==> src/assert_macros.svh <==
// Assertion macros shared by the HTML entity decoder RTL.
// Included by files that carry concurrent checks; no other dependencies.
`ifndef ASSERT_MACROS_SVH
`define ASSERT_MACROS_SVH

// Concurrent check on a whole property, disabled while reset is high.
`define HED_ASSERT(lbl, clk, rst, prop, msg) \
   lbl: assert property (@(posedge clk) disable iff (rst) (prop)) else $error(msg);

// Concurrent check of an implication, disabled while reset is high.
`define HED_ASSERT_IMPL(lbl, clk, rst, ante, cons, msg) \
   lbl: assert property (@(posedge clk) disable iff (rst) (ante) |-> (cons)) \
      else $error(msg);

`endif

==> src/hed_pkg.sv <==
// Package for the HTML entity decoder: character codes, entity tables,
// queue descriptor and status types. Depends on nothing.
`timescale 1ns / 1ps

package hed_pkg;

   // Character codes used by the matcher and the output sequencer.
   localparam logic [7:0] CHAR_AMP   = 8'h26;
   localparam logic [7:0] CHAR_SEMI  = 8'h3B;
   localparam logic [7:0] CHAR_QUOTE = 8'h22;
   localparam logic [7:0] CHAR_LT    = 8'h3C;
   localparam logic [7:0] CHAR_GT    = 8'h3E;
   localparam logic [7:0] CHAR_LC_A  = 8'h61;
   localparam logic [7:0] CHAR_LC_G  = 8'h67;
   localparam logic [7:0] CHAR_LC_L  = 8'h6C;
   localparam logic [7:0] CHAR_LC_M  = 8'h6D;
   localparam logic [7:0] CHAR_LC_O  = 8'h6F;
   localparam logic [7:0] CHAR_LC_P  = 8'h70;
   localparam logic [7:0] CHAR_LC_Q  = 8'h71;
   localparam logic [7:0] CHAR_LC_T  = 8'h74;
   localparam logic [7:0] CHAR_LC_U  = 8'h75;

   // Results returned per input before the rest carries to the next input.
   localparam int HED_MAX_RUN = 5;

   // Default depth of the queue between the matcher and the sequencer.
   localparam int HED_QUEUE_DEPTH = 4;

   // The four recognized entities.
   typedef enum logic [1:0] {
      ENT_QUOT,
      ENT_LT,
      ENT_GT,
      ENT_AMP
   } ent_type;

   // Work for the output sequencer produced by one input byte. The results
   // are, in order: an optional '&' followed by held_n literal entity bytes,
   // an optional single byte, and an optional lone trailing '&'.
   typedef struct packed {
      logic       seg1;
      logic [2:0] held_n;
      ent_type    ent_id;
      logic       seg2;
      logic [7:0] seg2_byte;
      logic       seg3;
      logic       str_end;
      logic [2:0] total;
   } desc_type;

   // Write side of the queue.
   typedef struct packed {
      logic     valid;
      desc_type desc;
   } q_push_type;

   // Queue occupancy flags.
   typedef struct packed {
      logic full;
      logic empty;
   } q_stat_type;

   // Sequencer status, visible for checks.
   typedef struct packed {
      logic       carry;
      logic [2:0] idx;
   } bk_stat_type;

   // Byte at position pos of the entity text after the '&'.
   function automatic logic [7:0] hed_body(ent_type id, logic [2:0] pos);
      logic [7:0] c;
      c = CHAR_SEMI;
      unique case (id)
         ENT_QUOT: begin
            case (pos)
               3'd0: c = CHAR_LC_Q;
               3'd1: c = CHAR_LC_U;
               3'd2: c = CHAR_LC_O;
               3'd3: c = CHAR_LC_T;
               default: c = CHAR_SEMI;
            endcase
         end
         ENT_LT: begin
            case (pos)
               3'd0: c = CHAR_LC_L;
               3'd1: c = CHAR_LC_T;
               default: c = CHAR_SEMI;
            endcase
         end
         ENT_GT: begin
            case (pos)
               3'd0: c = CHAR_LC_G;
               3'd1: c = CHAR_LC_T;
               default: c = CHAR_SEMI;
            endcase
         end
         ENT_AMP: begin
            case (pos)
               3'd0: c = CHAR_LC_A;
               3'd1: c = CHAR_LC_M;
               3'd2: c = CHAR_LC_P;
               default: c = CHAR_SEMI;
            endcase
         end
         default: c = CHAR_SEMI;
      endcase
      return c;
   endfunction

   // Length of the entity text after the '&', including the semicolon.
   function automatic logic [2:0] hed_len(ent_type id);
      logic [2:0] n;
      unique case (id)
         ENT_QUOT: n = 3'd5;
         ENT_LT:   n = 3'd3;
         ENT_GT:   n = 3'd3;
         ENT_AMP:  n = 3'd4;
         default:  n = 3'd5;
      endcase
      return n;
   endfunction

   // Decoded character of an entity.
   function automatic logic [7:0] hed_dec(ent_type id);
      logic [7:0] c;
      unique case (id)
         ENT_QUOT: c = CHAR_QUOTE;
         ENT_LT:   c = CHAR_LT;
         ENT_GT:   c = CHAR_GT;
         ENT_AMP:  c = CHAR_AMP;
         default:  c = CHAR_QUOTE;
      endcase
      return c;
   endfunction

endpackage

==> src/hed_req_if.sv <==
// Input channel of the HTML entity decoder: one text byte per transfer.
// Stand-alone interface; no package dependency.
`timescale 1ns / 1ps

interface hed_req_if;
   logic       valid;
   logic       ready;
   logic [7:0] in_byte;
   logic       string_end;

   modport source (output valid, output in_byte, output string_end, input ready);
   modport sink   (input valid, input in_byte, input string_end, output ready);
endinterface

==> src/hed_rsp_if.sv <==
// Result channel of the HTML entity decoder: one output byte per transfer.
// Stand-alone interface; no package dependency.
`timescale 1ns / 1ps

interface hed_rsp_if;
   logic       valid;
   logic       ready;
   logic [7:0] out_byte;
   logic       run_last;
   logic       out_string_end;

   modport source (output valid, output out_byte, output run_last,
                   output out_string_end, input ready);
   modport sink   (input valid, input out_byte, input run_last,
                   input out_string_end, output ready);
endinterface

==> src/hed_front.sv <==
// Front end of the HTML entity decoder: accepts bytes, tracks the partial
// entity match and writes one work descriptor per byte. Uses hed_pkg.
`timescale 1ns / 1ps

module hed_front
   import hed_pkg::*;
(
   input  logic       clock,
   input  logic       reset,
   hed_req_if.sink    req_ch,
   input  logic       q_full,
   output q_push_type q_push
);

   logic       pending_ff, pending_in;
   logic [2:0] held_n_ff, held_n_in;
   ent_type    ent_id_ff, ent_id_in;

   logic       accept;
   logic [7:0] b;
   logic       e;
   ent_type    first_id;
   ent_type    cand_id;
   logic       hit;
   logic       full;
   desc_type   d;
   logic [2:0] lit_len;

   assign req_ch.ready = !q_full;
   assign accept = req_ch.valid && !q_full;
   assign b = req_ch.in_byte;
   assign e = req_ch.string_end;

   // Entity selected by the first byte after an '&'.
   always_comb begin
      case (b)
         CHAR_LC_L: first_id = ENT_LT;
         CHAR_LC_G: first_id = ENT_GT;
         CHAR_LC_A: first_id = ENT_AMP;
         default:   first_id = ENT_QUOT;
      endcase
   end

   // The held prefix fixes the entity; the first held byte picks it.
   assign cand_id = (held_n_ff == 3'd0) ? first_id : ent_id_ff;
   assign hit = (b == hed_body(cand_id, held_n_ff));
   assign full = ({1'b0, held_n_ff} + 4'd1) == {1'b0, hed_len(cand_id)};

   // Classify the byte and build the descriptor for the sequencer.
   always_comb begin
      pending_in = pending_ff;
      held_n_in  = held_n_ff;
      ent_id_in  = ent_id_ff;
      d.seg1      = 1'b0;
      d.held_n    = held_n_ff;
      d.ent_id    = ent_id_ff;
      d.seg2      = 1'b0;
      d.seg2_byte = b;
      d.seg3      = 1'b0;
      d.str_end   = e;
      if (!pending_ff) begin
         if (b == CHAR_AMP) begin
            pending_in = !e;
            held_n_in  = 3'd0;
            d.seg3     = e;
         end else begin
            d.seg2 = 1'b1;
         end
      end else if (hit) begin
         if (full) begin
            d.seg2      = 1'b1;
            d.seg2_byte = hed_dec(cand_id);
            pending_in  = 1'b0;
            held_n_in   = 3'd0;
         end else if (e) begin
            // The string ends inside a match: flush it literally.
            d.seg1     = 1'b1;
            d.held_n   = held_n_ff + 3'd1;
            d.ent_id   = cand_id;
            pending_in = 1'b0;
            held_n_in  = 3'd0;
         end else begin
            held_n_in = held_n_ff + 3'd1;
            ent_id_in = cand_id;
         end
      end else begin
         // Mismatch: flush the held text, then take the byte afresh ('&' opens a new match).
         d.seg1    = 1'b1;
         held_n_in = 3'd0;
         if (b == CHAR_AMP) begin
            pending_in = !e;
            d.seg3     = e;
         end else begin
            d.seg2     = 1'b1;
            pending_in = 1'b0;
         end
      end
      lit_len = d.seg1 ? (d.held_n + 3'd1) : 3'd0;
      d.total = lit_len + {2'b00, d.seg2} + {2'b00, d.seg3};
   end

   assign q_push.valid = accept;
   assign q_push.desc  = d;

   // Match state advances on each accepted byte.
   always_ff @(posedge clock) begin
      if (reset) begin
         pending_ff <= 1'b0;
         held_n_ff  <= 3'd0;
      end else if (accept) begin
         pending_ff <= pending_in;
         held_n_ff  <= held_n_in;
      end
      if (accept) begin
         ent_id_ff <= ent_id_in;
      end
   end

endmodule

==> src/hed_queue.sv <==
// Descriptor queue between the front end and the output sequencer of the
// HTML entity decoder. Uses hed_pkg for the descriptor and status types.
`timescale 1ns / 1ps

module hed_queue
   import hed_pkg::*;
#(
   parameter int DEPTH = HED_QUEUE_DEPTH
) (
   input  logic       clock,
   input  logic       reset,
   input  q_push_type q_push,
   input  logic       pop,
   output desc_type   head,
   output q_stat_type q_stat
);

   localparam int PTR_W = (DEPTH > 1) ? $clog2(DEPTH) : 1;
   localparam int CNT_W = $clog2(DEPTH + 1);

   desc_type             entries_ff [DEPTH];
   logic [PTR_W-1:0]     wr_ptr_ff, wr_ptr_in;
   logic [PTR_W-1:0]     rd_ptr_ff, rd_ptr_in;
   logic [CNT_W-1:0]     count_ff, count_in;

   // Pointer wrap and occupancy update.
   always_comb begin
      wr_ptr_in = wr_ptr_ff;
      rd_ptr_in = rd_ptr_ff;
      if (q_push.valid) begin
         wr_ptr_in = (wr_ptr_ff == PTR_W'(DEPTH - 1)) ? '0 : wr_ptr_ff + PTR_W'(1);
      end
      if (pop) begin
         rd_ptr_in = (rd_ptr_ff == PTR_W'(DEPTH - 1)) ? '0 : rd_ptr_ff + PTR_W'(1);
      end
      count_in = count_ff + CNT_W'(q_push.valid) - CNT_W'(pop);
   end

   always_ff @(posedge clock) begin
      if (reset) begin
         wr_ptr_ff <= '0;
         rd_ptr_ff <= '0;
         count_ff  <= '0;
      end else begin
         wr_ptr_ff <= wr_ptr_in;
         rd_ptr_ff <= rd_ptr_in;
         count_ff  <= count_in;
      end
      if (q_push.valid) begin
         entries_ff[wr_ptr_ff] <= q_push.desc;
      end
   end

   assign head         = entries_ff[rd_ptr_ff];
   assign q_stat.full  = (count_ff == CNT_W'(DEPTH));
   assign q_stat.empty = (count_ff == '0);

endmodule

==> src/hed_back.sv <==
// Output sequencer of the HTML entity decoder: expands queued descriptors
// into result bytes, one per cycle while the output register is free. Uses hed_pkg.
`timescale 1ns / 1ps

module hed_back
   import hed_pkg::*;
(
   input  logic        clock,
   input  logic        reset,
   input  desc_type    head,
   input  q_stat_type  q_stat,
   output logic        pop,
   output bk_stat_type bk_stat,
   hed_rsp_if.source   rsp_ch
);

   localparam logic [2:0] RUN_END  = 3'(HED_MAX_RUN - 1);
   localparam logic [2:0] RUN_OVER = 3'(HED_MAX_RUN + 1);

   logic       valid_ff, valid_in;
   logic [7:0] byte_ff, byte_in;
   logic       last_ff, last_in;
   logic       end_ff, end_in;
   logic       carry_ff, carry_in;
   logic [7:0] cbyte_ff, cbyte_in;
   logic       cend_ff, cend_in;
   logic [2:0] idx_ff, idx_in;
   logic       out_free;
   logic       load;

   // Result byte at position i of a descriptor's run.
   function automatic logic [7:0] sel_byte(desc_type dd, logic [2:0] i);
      logic [2:0] l1;
      logic [7:0] c;
      l1 = dd.seg1 ? (dd.held_n + 3'd1) : 3'd0;
      if (i < l1) begin
         c = (i == 3'd0) ? CHAR_AMP : hed_body(dd.ent_id, i - 3'd1);
      end else if (dd.seg2 && (i == l1)) begin
         c = dd.seg2_byte;
      end else begin
         c = CHAR_AMP;
      end
      return c;
   endfunction

   assign out_free = !valid_ff || rsp_ch.ready;

   // Sequencing: a carried sixth result goes out ahead of the next run.
   always_comb begin
      pop      = 1'b0;
      load     = 1'b0;
      byte_in  = byte_ff;
      last_in  = last_ff;
      end_in   = end_ff;
      carry_in = carry_ff;
      cbyte_in = cbyte_ff;
      cend_in  = cend_ff;
      idx_in   = idx_ff;
      if (!q_stat.empty) begin
         if (carry_ff) begin
            if (out_free) begin
               load     = 1'b1;
               byte_in  = cbyte_ff;
               last_in  = (head.total == 3'd0);
               end_in   = cend_ff;
               carry_in = 1'b0;
               pop      = (head.total == 3'd0);
            end
         end else if (head.total == 3'd0) begin
            pop = 1'b1;
         end else if (out_free) begin
            load    = 1'b1;
            byte_in = sel_byte(head, idx_ff);
            if ((head.total == RUN_OVER) && (idx_ff == RUN_END)) begin
               last_in  = 1'b1;
               end_in   = 1'b0;
               carry_in = 1'b1;
               cbyte_in = sel_byte(head, RUN_OVER - 3'd1);
               cend_in  = head.str_end;
               pop      = 1'b1;
               idx_in   = 3'd0;
            end else if (idx_ff == (head.total - 3'd1)) begin
               last_in = 1'b1;
               end_in  = head.str_end;
               pop     = 1'b1;
               idx_in  = 3'd0;
            end else begin
               last_in = 1'b0;
               end_in  = 1'b0;
               idx_in  = idx_ff + 3'd1;
            end
         end
      end
      valid_in = load ? 1'b1 : (valid_ff && !rsp_ch.ready);
   end

   always_ff @(posedge clock) begin
      if (reset) begin
         valid_ff <= 1'b0;
         carry_ff <= 1'b0;
         idx_ff   <= 3'd0;
      end else begin
         valid_ff <= valid_in;
         carry_ff <= carry_in;
         idx_ff   <= idx_in;
      end
      byte_ff  <= byte_in;
      last_ff  <= last_in;
      end_ff   <= end_in;
      cbyte_ff <= cbyte_in;
      cend_ff  <= cend_in;
   end

   assign rsp_ch.valid          = valid_ff;
   assign rsp_ch.out_byte       = byte_ff;
   assign rsp_ch.run_last       = last_ff;
   assign rsp_ch.out_string_end = end_ff;
   assign bk_stat.carry         = carry_ff;
   assign bk_stat.idx           = idx_ff;

endmodule

==> src/html_entity_decoder.sv <==
// Top level of the HTML entity decoder: front end, descriptor queue and
// output sequencer. Uses hed_pkg, both channel interfaces and assert_macros.svh.
//
// Usage: text bytes arrive on req_ch (valid/ready, in_byte, string_end) and
// decoded bytes leave on rsp_ch (valid/ready, out_byte, run_last,
// out_string_end). The entities &quot; &lt; &gt; &amp; become one byte each;
// a broken match comes out literally, and a match still open at string end
// is flushed literally.
// Throughput: one input byte per cycle while each byte yields at most one
// result and rsp_ch.ready stays high. The output register issues one result
// per cycle while it is free; a byte that releases several results holds the
// sequencer until its last result is issued, and the queue of QUEUE_DEPTH
// descriptors absorbs such bursts before req_ch.ready drops. A result passes
// from the queue entry into the output register. A byte releases at most
// five results; a sixth (only after a broken "&quot" prefix) waits and
// leads the results of the next accepted byte.
// Reset: synchronous, clears the match state, queue and output register.
// When rsp_ch.ready is low the current result holds, the queue fills, and
// then req_ch.ready falls.
`timescale 1ns / 1ps
`include "assert_macros.svh"

module html_entity_decoder
   import hed_pkg::*;
#(
   parameter int QUEUE_DEPTH = HED_QUEUE_DEPTH
) (
   input  logic      clock,
   input  logic      reset,
   hed_req_if.sink   req_ch,
   hed_rsp_if.source rsp_ch
);

   q_push_type  q_push;
   q_stat_type  q_stat;
   desc_type    head;
   logic        pop;
   bk_stat_type bk_stat;

   // Matching and classification of incoming bytes.
   hed_front u_front (
      .clock  (clock),
      .reset  (reset),
      .req_ch (req_ch),
      .q_full (q_stat.full),
      .q_push (q_push)
   );

   // Decoupling queue.
   hed_queue #(
      .DEPTH (QUEUE_DEPTH)
   ) u_queue (
      .clock  (clock),
      .reset  (reset),
      .q_push (q_push),
      .pop    (pop),
      .head   (head),
      .q_stat (q_stat)
   );

   // Result sequencing and output register.
   hed_back u_back (
      .clock   (clock),
      .reset   (reset),
      .head    (head),
      .q_stat  (q_stat),
      .pop     (pop),
      .bk_stat (bk_stat),
      .rsp_ch  (rsp_ch)
   );

   // A run never advances past its fifth result before ending or carrying.
   `HED_ASSERT(a_idx_range, clock, reset, bk_stat.idx <= 3'(HED_MAX_RUN - 1),
      "run index overflow")

   // A carried result is set only together with the fifth result marked last.
   `HED_ASSERT_IMPL(a_carry_last, clock, reset, $rose(bk_stat.carry),
      rsp_ch.valid && rsp_ch.run_last, "carry without run end")

   // A new result appears only when the queue held work.
   `HED_ASSERT_IMPL(a_valid_src, clock, reset, $rose(rsp_ch.valid),
      $past(!q_stat.empty), "result from empty queue")

endmodule
==> src/flat_wrapper.sv <==
// flat-port wrapper written by rule: the top's interface ports become plain ports
module html_entity_decoder_flat import hed_pkg::*;
#(
   parameter int QUEUE_DEPTH = HED_QUEUE_DEPTH
)
  (clock, reset, req_ch_valid, req_ch_in_byte, req_ch_string_end, req_ch_ready, rsp_ch_valid, rsp_ch_out_byte, rsp_ch_run_last, rsp_ch_out_string_end, rsp_ch_ready);
  hed_req_if req_ch_i ();
  hed_rsp_if rsp_ch_i ();
  input  logic clock;
  input  logic reset;
  input wire logic [$bits(req_ch_i.valid)-1:0] req_ch_valid;
  input wire logic [$bits(req_ch_i.in_byte)-1:0] req_ch_in_byte;
  input wire logic [$bits(req_ch_i.string_end)-1:0] req_ch_string_end;
  output wire logic [$bits(req_ch_i.ready)-1:0] req_ch_ready;
  output wire logic [$bits(rsp_ch_i.valid)-1:0] rsp_ch_valid;
  output wire logic [$bits(rsp_ch_i.out_byte)-1:0] rsp_ch_out_byte;
  output wire logic [$bits(rsp_ch_i.run_last)-1:0] rsp_ch_run_last;
  output wire logic [$bits(rsp_ch_i.out_string_end)-1:0] rsp_ch_out_string_end;
  input wire logic [$bits(rsp_ch_i.ready)-1:0] rsp_ch_ready;
  assign req_ch_i.valid = req_ch_valid;
  assign req_ch_i.in_byte = req_ch_in_byte;
  assign req_ch_i.string_end = req_ch_string_end;
  assign req_ch_ready = req_ch_i.ready;
  assign rsp_ch_valid = rsp_ch_i.valid;
  assign rsp_ch_out_byte = rsp_ch_i.out_byte;
  assign rsp_ch_run_last = rsp_ch_i.run_last;
  assign rsp_ch_out_string_end = rsp_ch_i.out_string_end;
  assign rsp_ch_i.ready = rsp_ch_ready;
  html_entity_decoder #(.QUEUE_DEPTH(QUEUE_DEPTH)) u_core (.clock(clock), .reset(reset), .req_ch(req_ch_i), .rsp_ch(rsp_ch_i));
endmodule
==> config.mk <==
export PLATFORM = sky130hd
export DESIGN_NAME = html_entity_decoder_flat
export DESIGN_NICKNAME = d
export VERILOG_FILES = /design/src/hed_pkg.sv /design/src/hed_req_if.sv /design/src/hed_rsp_if.sv /design/src/hed_front.sv /design/src/hed_queue.sv /design/src/hed_back.sv /design/src/html_entity_decoder.sv /design/src/flat_wrapper.sv
export VERILOG_INCLUDE_DIRS = /design/src /design/src/src
export SDC_FILE = /design/constraint.sdc
export NUM_CORES = 1
export LEC_CHECK = 0
export BUFFER_PORTS_ARGS = -buffer_cell sky130_fd_sc_hd__buf_2
export CAP_MARGIN = 20
export CORE_MARGIN = 4
export CORE_UTILIZATION = 60
export CTS_BUF_LIST = sky130_fd_sc_hd__clkbuf_8
export DETAILED_ROUTE_END_ITERATION = 16
export PLACE_DENSITY = 0.8
export RECOVER_POWER = 100
export SKIP_LAST_GASP = 1
export SYNTH_ARGS = -nofsm -noshare
export SYNTH_HDL_FRONTEND = slang
export SYNTH_SLANG_ARGS = --single-unit
==> constraint.sdc <==
create_clock -name clock -period 16.2 [get_ports clock]
set_input_delay 1.62 -clock clock [delete_from_list [all_inputs] [get_ports clock]]
set_output_delay 1.62 -clock clock [all_outputs]
set_load 0.01 [all_outputs]
# After elaboration in Yosys (flattened, before gate mapping)
# Memory sizes are Yosys's and may differ from the RTL's. A register that Yosys moved wholly into a read port is not among the register bits.
# Index checks and enable logic that the tools add are counted.
dict set report word_totals {
  ff_bits 37
  memories 1
  output_inout_bits 12
  latch_bits 0
  in_bits 13
  romBits 0
  ramBits 80
}
dict set report classes {
  mux 85
  eq_ne 27
  shifts 0
  n_addsub 13
  order_cmp 2
  div 0
  bitwise_logic 5
  multipliers 0
  n_reduce_logical 25
}
# memory depth word_bits read_ports rd_ports_with_merged_regs wr line_no
set mem_list {}
lappend mem_list {u_core.u_queue.entries_ff 4 20 1 1 1 hed_queue.sv:21} ;# desc_type entries_ff [DEPTH];
# cell count
set ops {}
lappend ops {{two-way mux 8 bit} 12}
lappend ops {{case mux 8 bit (4 select lines)} 3}
lappend ops {{case mux 7 bit (2 select lines)} 4}
lappend ops {{case mux 7 bit (4 select lines)} 2}
lappend ops {{case mux 7 bit (3 select lines)} 2}
lappend ops {{two-way mux 1 bit} 41}
lappend ops {{two-way mux 3 bit} 9}
lappend ops {{equality test 8 x 7 -> 1 bit (second input constant)} 3}
lappend ops {{two-way mux 6 bit} 3}
lappend ops {{zero test 3 bit} 5}
lappend ops {{adder 3 x 1 -> 3 bit (second input constant)} 4}
lappend ops {{equality test 2 bit (second input constant)} 6}
lappend ops {{equality test 3 x 2 -> 1 bit (second input constant)} 4}
lappend ops {{two-way mux 2 bit} 5}
lappend ops {{AND reduction 5 bit} 2}
lappend ops {{adder 3 x 1 -> 3 bit} 3}
lappend ops {{equality test 3 bit (second input constant)} 3}
lappend ops {{two-way mux 9 bit} 1}
lappend ops {{case mux 3 bit (3 select lines)} 1}
lappend ops {{equality test 8 x 6 -> 1 bit (second input constant)} 1}
lappend ops {{equality test 8 bit} 1}
lappend ops {{equality test 3 x 1 -> 1 bit (second input constant)} 2}
lappend ops {{equality test 3 bit} 2}
lappend ops {{case mux 2 bit (3 select lines)} 1}
lappend ops {{other kinds (22)} 37}

# Depth between registers and ports, before layout
dict set report depth {
  ltp_word 14
  mapped_depth 25
}

# Cells and area by module
# Synthesis repeated with hierarchy kept, for this count alone.
dict set report hier_totals {
  cells_unflattened 507
  area_unflattened_um2 6399.9
}
# module seq_area_each_um2 area_per_inst_um2 instances cells_each
set by_module_without_submodules {}
lappend by_module_without_submodules {hed_queue 2582.5 3333.2 1 146}
lappend by_module_without_submodules {hed_back 670.6 1790.5 1 188}
lappend by_module_without_submodules {hed_front 140.1 1276.2 1 173}

# Worst setup path before layout
# Ideal clock, no wire load.
dict set report synth_path {
  path_type {in2reg}
  start {input req_ch_in_byte[3]}
  end {memory u_core.u_queue.entries_ff[0][2] (netlist bit), data pin}
  setup_ns 0.286
  arrival_time_ns 6.697
  setup_slack_ns 9.216
  cell_stages 22
  path_cell_list {clkbuf_1 -> nand2b_1 -> o22a_1 -> o41ai_1 -> inv_1 -> ha_1 -> a211o_1 -> a2111oi_2 -> a221oi_1 -> xor2_1 -> or3_4 -> nor3_4 -> nand2_1 -> o21ai_0 -> ha_1 -> and2_1 -> ha_1 -> buf_1 -> nand3b_1 -> a2111oi_0 -> a221oi_1 -> or4b_1}
}
# element line_no
set synth_lines {}
lappend synth_lines {{start, declared} flat_wrapper.sv:12} ;# input wire logic [$bits(req_ch_i.in_byte)-1:0] req_ch_in_byte;
lappend synth_lines {{end, declared} hed_queue.sv:21}

==> impl_metrics.csv <==
group,metric,value,unit
worst_hold_path,hold_class,"reg2reg",
synth,netlist_area,5990,sq um
timing,rsz0062_at_grt,"no",
synth,ys_ff_latch,115,
worst_setup_path,worstPathRequired,16.34,ns
worst_setup_path,ff2ff_path_depth,20,
floorplan,core,9730,sq um
floorplan,initial_utilization,61.5,%
synth,ys_async_sr_fraction,0,%
floorplan,fp-row-count,36,
clocking,cts_max_level,4,
power_and_ir_drop,ir_drop,0.0000668,V
worst_setup_path,reg2reg_to,"u_core.u_queue.entries_ff[3][2]",
worst_setup_path,slowest_stage,"o41ai_1",
worst_setup_path,rr_startpoint,"u_core.u_front.held_n_ff[1]",
grt,grt_overflow,0,
finish,n_antenna_cell,0,
clocking,clkSlewWorstSetupHoldPaths,0.07,ns
timing,clock.fmax,0.122,GHz
clocking,postCtsResizedCells,0,
worst_setup_path,path_common_cell,"ha_1",
floorplan,die-height,108,um
floorplan,dieArea,11600,sq um
clocking,cts.sinks,115,
timing,period_needed,8.20,ns
grt,grt_pass1_wl,19900,um
synth,syn_avg_cell_area,12.3,sq um
detailed_routing,vias_per_cell,6.03,
detailed_routing,drt_iter0_markers,373,
finish,design_area,6550,sq um
worst_setup_path,r2r_slack,8.79,ns
finish,drive_gt1_share,12.5,%
detailed_routing,ant_nets,0,
detailed_routing,drcViolationCount,0,
place,placed_area,6220,sq um
timing,finalSetupViolations,0,
clocking,clk_path_buf_depth,2,
detailed_routing,firstDrtPassIters,5,
detailed_routing,totalWireLength,12000,um
clocking,cts_tree,"built",
clocking,clk_latency,0.42,ns
synth,syn_inst,485,
floorplan,die_width,108,um
synth,synth_seq_area_share,54.7,%
worst_setup_path,path_max_fanout,9,
finish,nFillCells,721,
worst_setup_path,end_kind,"register",
power_and_ir_drop,total_power,928,uW
finish,fin_nets,564,
timing,worstMarginPinSlew,1.63,ns
synth,synth.distinct_cells,60,
job,drv_cap,1,
status,status,"finished with violations",
worst_setup_path,critPathKind,"in2reg",
clocking,postCtsHoldBufs,0,
place,routabilityCongestion,0.925,
power_and_ir_drop,power.density,142,nW/um^2
grt,grt_pass1_vias,3932,
finish,final_common_cell,"edfxtp_1",
status,violations,"max-capacitance violations, max-slew violations",
timing,skew,0.0129,ns
timing,finalHoldViolCount,0,
worst_setup_path,cp.arrival,8.34,ns
timing,slew_headroom,-8.88,%
floorplan,io_pins,25,
power_and_ir_drop,leakage,0.00235,uW
timing,finalCritPeriodShare,50.6,%
grt,grtUsageTotal,22.6,%
worst_hold_path,whs_path_depth,2,
synth,ys.warnings.count,0,
timing,fin_setup_tns,0,ns
grt,grt_start_max_net_pins,24,
synth,ys.flop_type,"edfxtp_1",
worst_setup_path,critPathMaxStageDelay,0.97,ns
worst_setup_path,start_kind,"input pin",
finish,syn2layout_area_growth,9.47,%
worst_hold_path,worstHoldStart,"u_core.u_queue.wr_ptr_ff[1]",
timing,finalMaxSlewViolations,20,
clocking,cts_root_buf,"clkbuf_8",
finish,final_cell_mix,"edfxtp_1 (97), nand2_1 (38), nor2_1 (37)",
synth,synth-edff-count,97,
detailed_routing,via_count,3982,
clocking,cts_setup_buffers,0,
worst_setup_path,crit_chain,"clkbuf_1 > nor2b_1 > nor2b_1 > nand2_1 > o41ai_1 > inv_1 > ha_1 > or2_2 > a2111oi_0 > a221oi_1 > xor2_1 > or3_1 > nor3_1 > o21ai_0 > ha_1 > and2_0 > ha_1 > nand3b_1 > a2111oi_0 > a221oi_1 > or4b_1",
worst_hold_path,min_to,"u_core.u_queue.wr_ptr_ff[1]",
synth,syn_nets,535,
detailed_routing,wl_per_cell,18.2,um
grt,antenna_found_initial,0,
place,dp_hpwl,8450,um
clocking,cts_made_buffers,17,
place,portBuffers,24,
==> area by class of cell <==
type / instances / area, sq um / share of cell area [%]
flip-flops and latches: 115 / 3270 / 50.0
multi-input cells: 323 / 2500 / 38.1
clock buffers: 17 / 234 / 3.57
well taps: 133 / 166 / 2.54
clock inverters: 15 / 155 / 2.37
repair buffers: 28 / 119 / 1.81
inverters: 29 / 109 / 1.66
==> cell families (layout without fill, tap and decap cells) <==
family	count (synthesis)	after routing	synth area share [%]
simple gates	156	156	13.5
fa+ha+maj	37	37	7.98
mux	29	29	8.93
xor+xnor	16	16	2.34
buf+inv	47	89	3.11
compound gates	85	85	9.49
flops	115	115	54.7
==> how the worst max path moves through the flow <==
stage	from	endpoint	slack [ns]	depth (start not counted)
final	req_ch_in_byte[5]	u_core.u_queue.entries_ff[3][2]	8.00	21
after global routing	req_ch_in_byte[5]	u_core.u_queue.entries_ff[3][2]	7.45	21
after CTS	req_ch_in_byte[5]	u_core.u_queue.entries_ff[1][2]	8.88	21
after detailed placement	req_ch_in_byte[5]	u_core.u_queue.entries_ff[1][2]	8.47	21
after global placement	req_ch_in_byte[5]	u_core.u_queue.entries_ff[0][2]	8.67	21
after floorplan	req_ch_in_byte[3]	u_core.u_queue.entries_ff[0][2]	9.22	22
==> sequential cells by signal (all words and copies together), names as in the netlist, 2 cells and up, named ones only <==
name / count
u_core.u_queue.entries_ff: 76
u_core.u_back.cbyte_ff: 8
u_core.u_back.rsp_ch.out_byte: 8
u_core.u_back.idx_ff: 3
u_core.u_front.held_n_ff: 3
u_core.u_queue.count_ff: 3
u_core.u_front.ent_id_ff: 2
u_core.u_queue.rd_ptr_ff: 2
u_core.u_queue.wr_ptr_ff: 2
==> cells in the mapped netlist, drive strengths merged (2+ instances only) <==
cell	count	area, sq um
or3	4	30.0
fa	2	40.0
buf	5	28.8
nand2	38	143
a31oi	2	12.5
dfxtp	18	360
nor4bb	2	20.0
inv	28	105
a41o	2	20.0
o31ai	2	15.0
o211a	3	30.0
a221oi	2	17.5
nand2b	12	75.1
xor2	5	43.8
nand3	10	50.1
nor4	3	18.8
and3	7	43.8
clkbuf	13	48.8
o41ai	2	17.5
nand3b	5	37.5
mux2i	5	50.1
nor2b	8	50.1
and2	8	50.1
o21bai	2	15.0
nor3b	2	15.0
edfxtp	97	2910
a21o	4	30.0
ha	35	438
nor3	8	51.3
o311ai	2	25.0
nand4	5	31.3
xnor2	11	96.3
a21oi	22	110
mux4	19	428
o21ai	26	130
nor2	37	139
a2bb2oi	2	17.5
o211ai	2	15.0
mux2	5	56.3
a2111oi	3	33.8
a22oi	2	15.0
or2	4	25.0
==> worst max-delay path: cells and delay by family <==
kind	cells	cell delay (ns)
adders and majority gates	3	0.95
and+or+nand+nor	9	2.90
xor gates and xnor gates	1	0.20
buffers and inverters	2	0.38
AOI/OAI and AO/OA	6	2.28
==> per-layer routing <==
layer	global-route usage, %	wire length (um)
met1	28.7	4960
met2	36.9	6050
met3	4.92	738
met4	10.8	296
met5	0	0
==> power breakdown <==
part | leakage (uW) | switching (uW) | internal [uW]
clock | 0.000183 | 118 | 137
sequential | 0.00104 | 15.8 | 374
combinational | 0.00113 | 170 | 113
total | 0.00235 | 304 | 624
==> through the flow <==
step,hold slack [ns],util (%),std cells,setup slack [ns]
after floorplan,0.469,-,485,9.22
after global placement,0.486,64.0,628,8.67
after detailed placement,0.498,64.0,628,8.47
after CTS,0.509,68.0,660,8.88
after global routing,0.528,67.3,660,7.45
final,0.503,67.3,660,8.00
No activity file was read; power rests on OpenSTA's default activity.
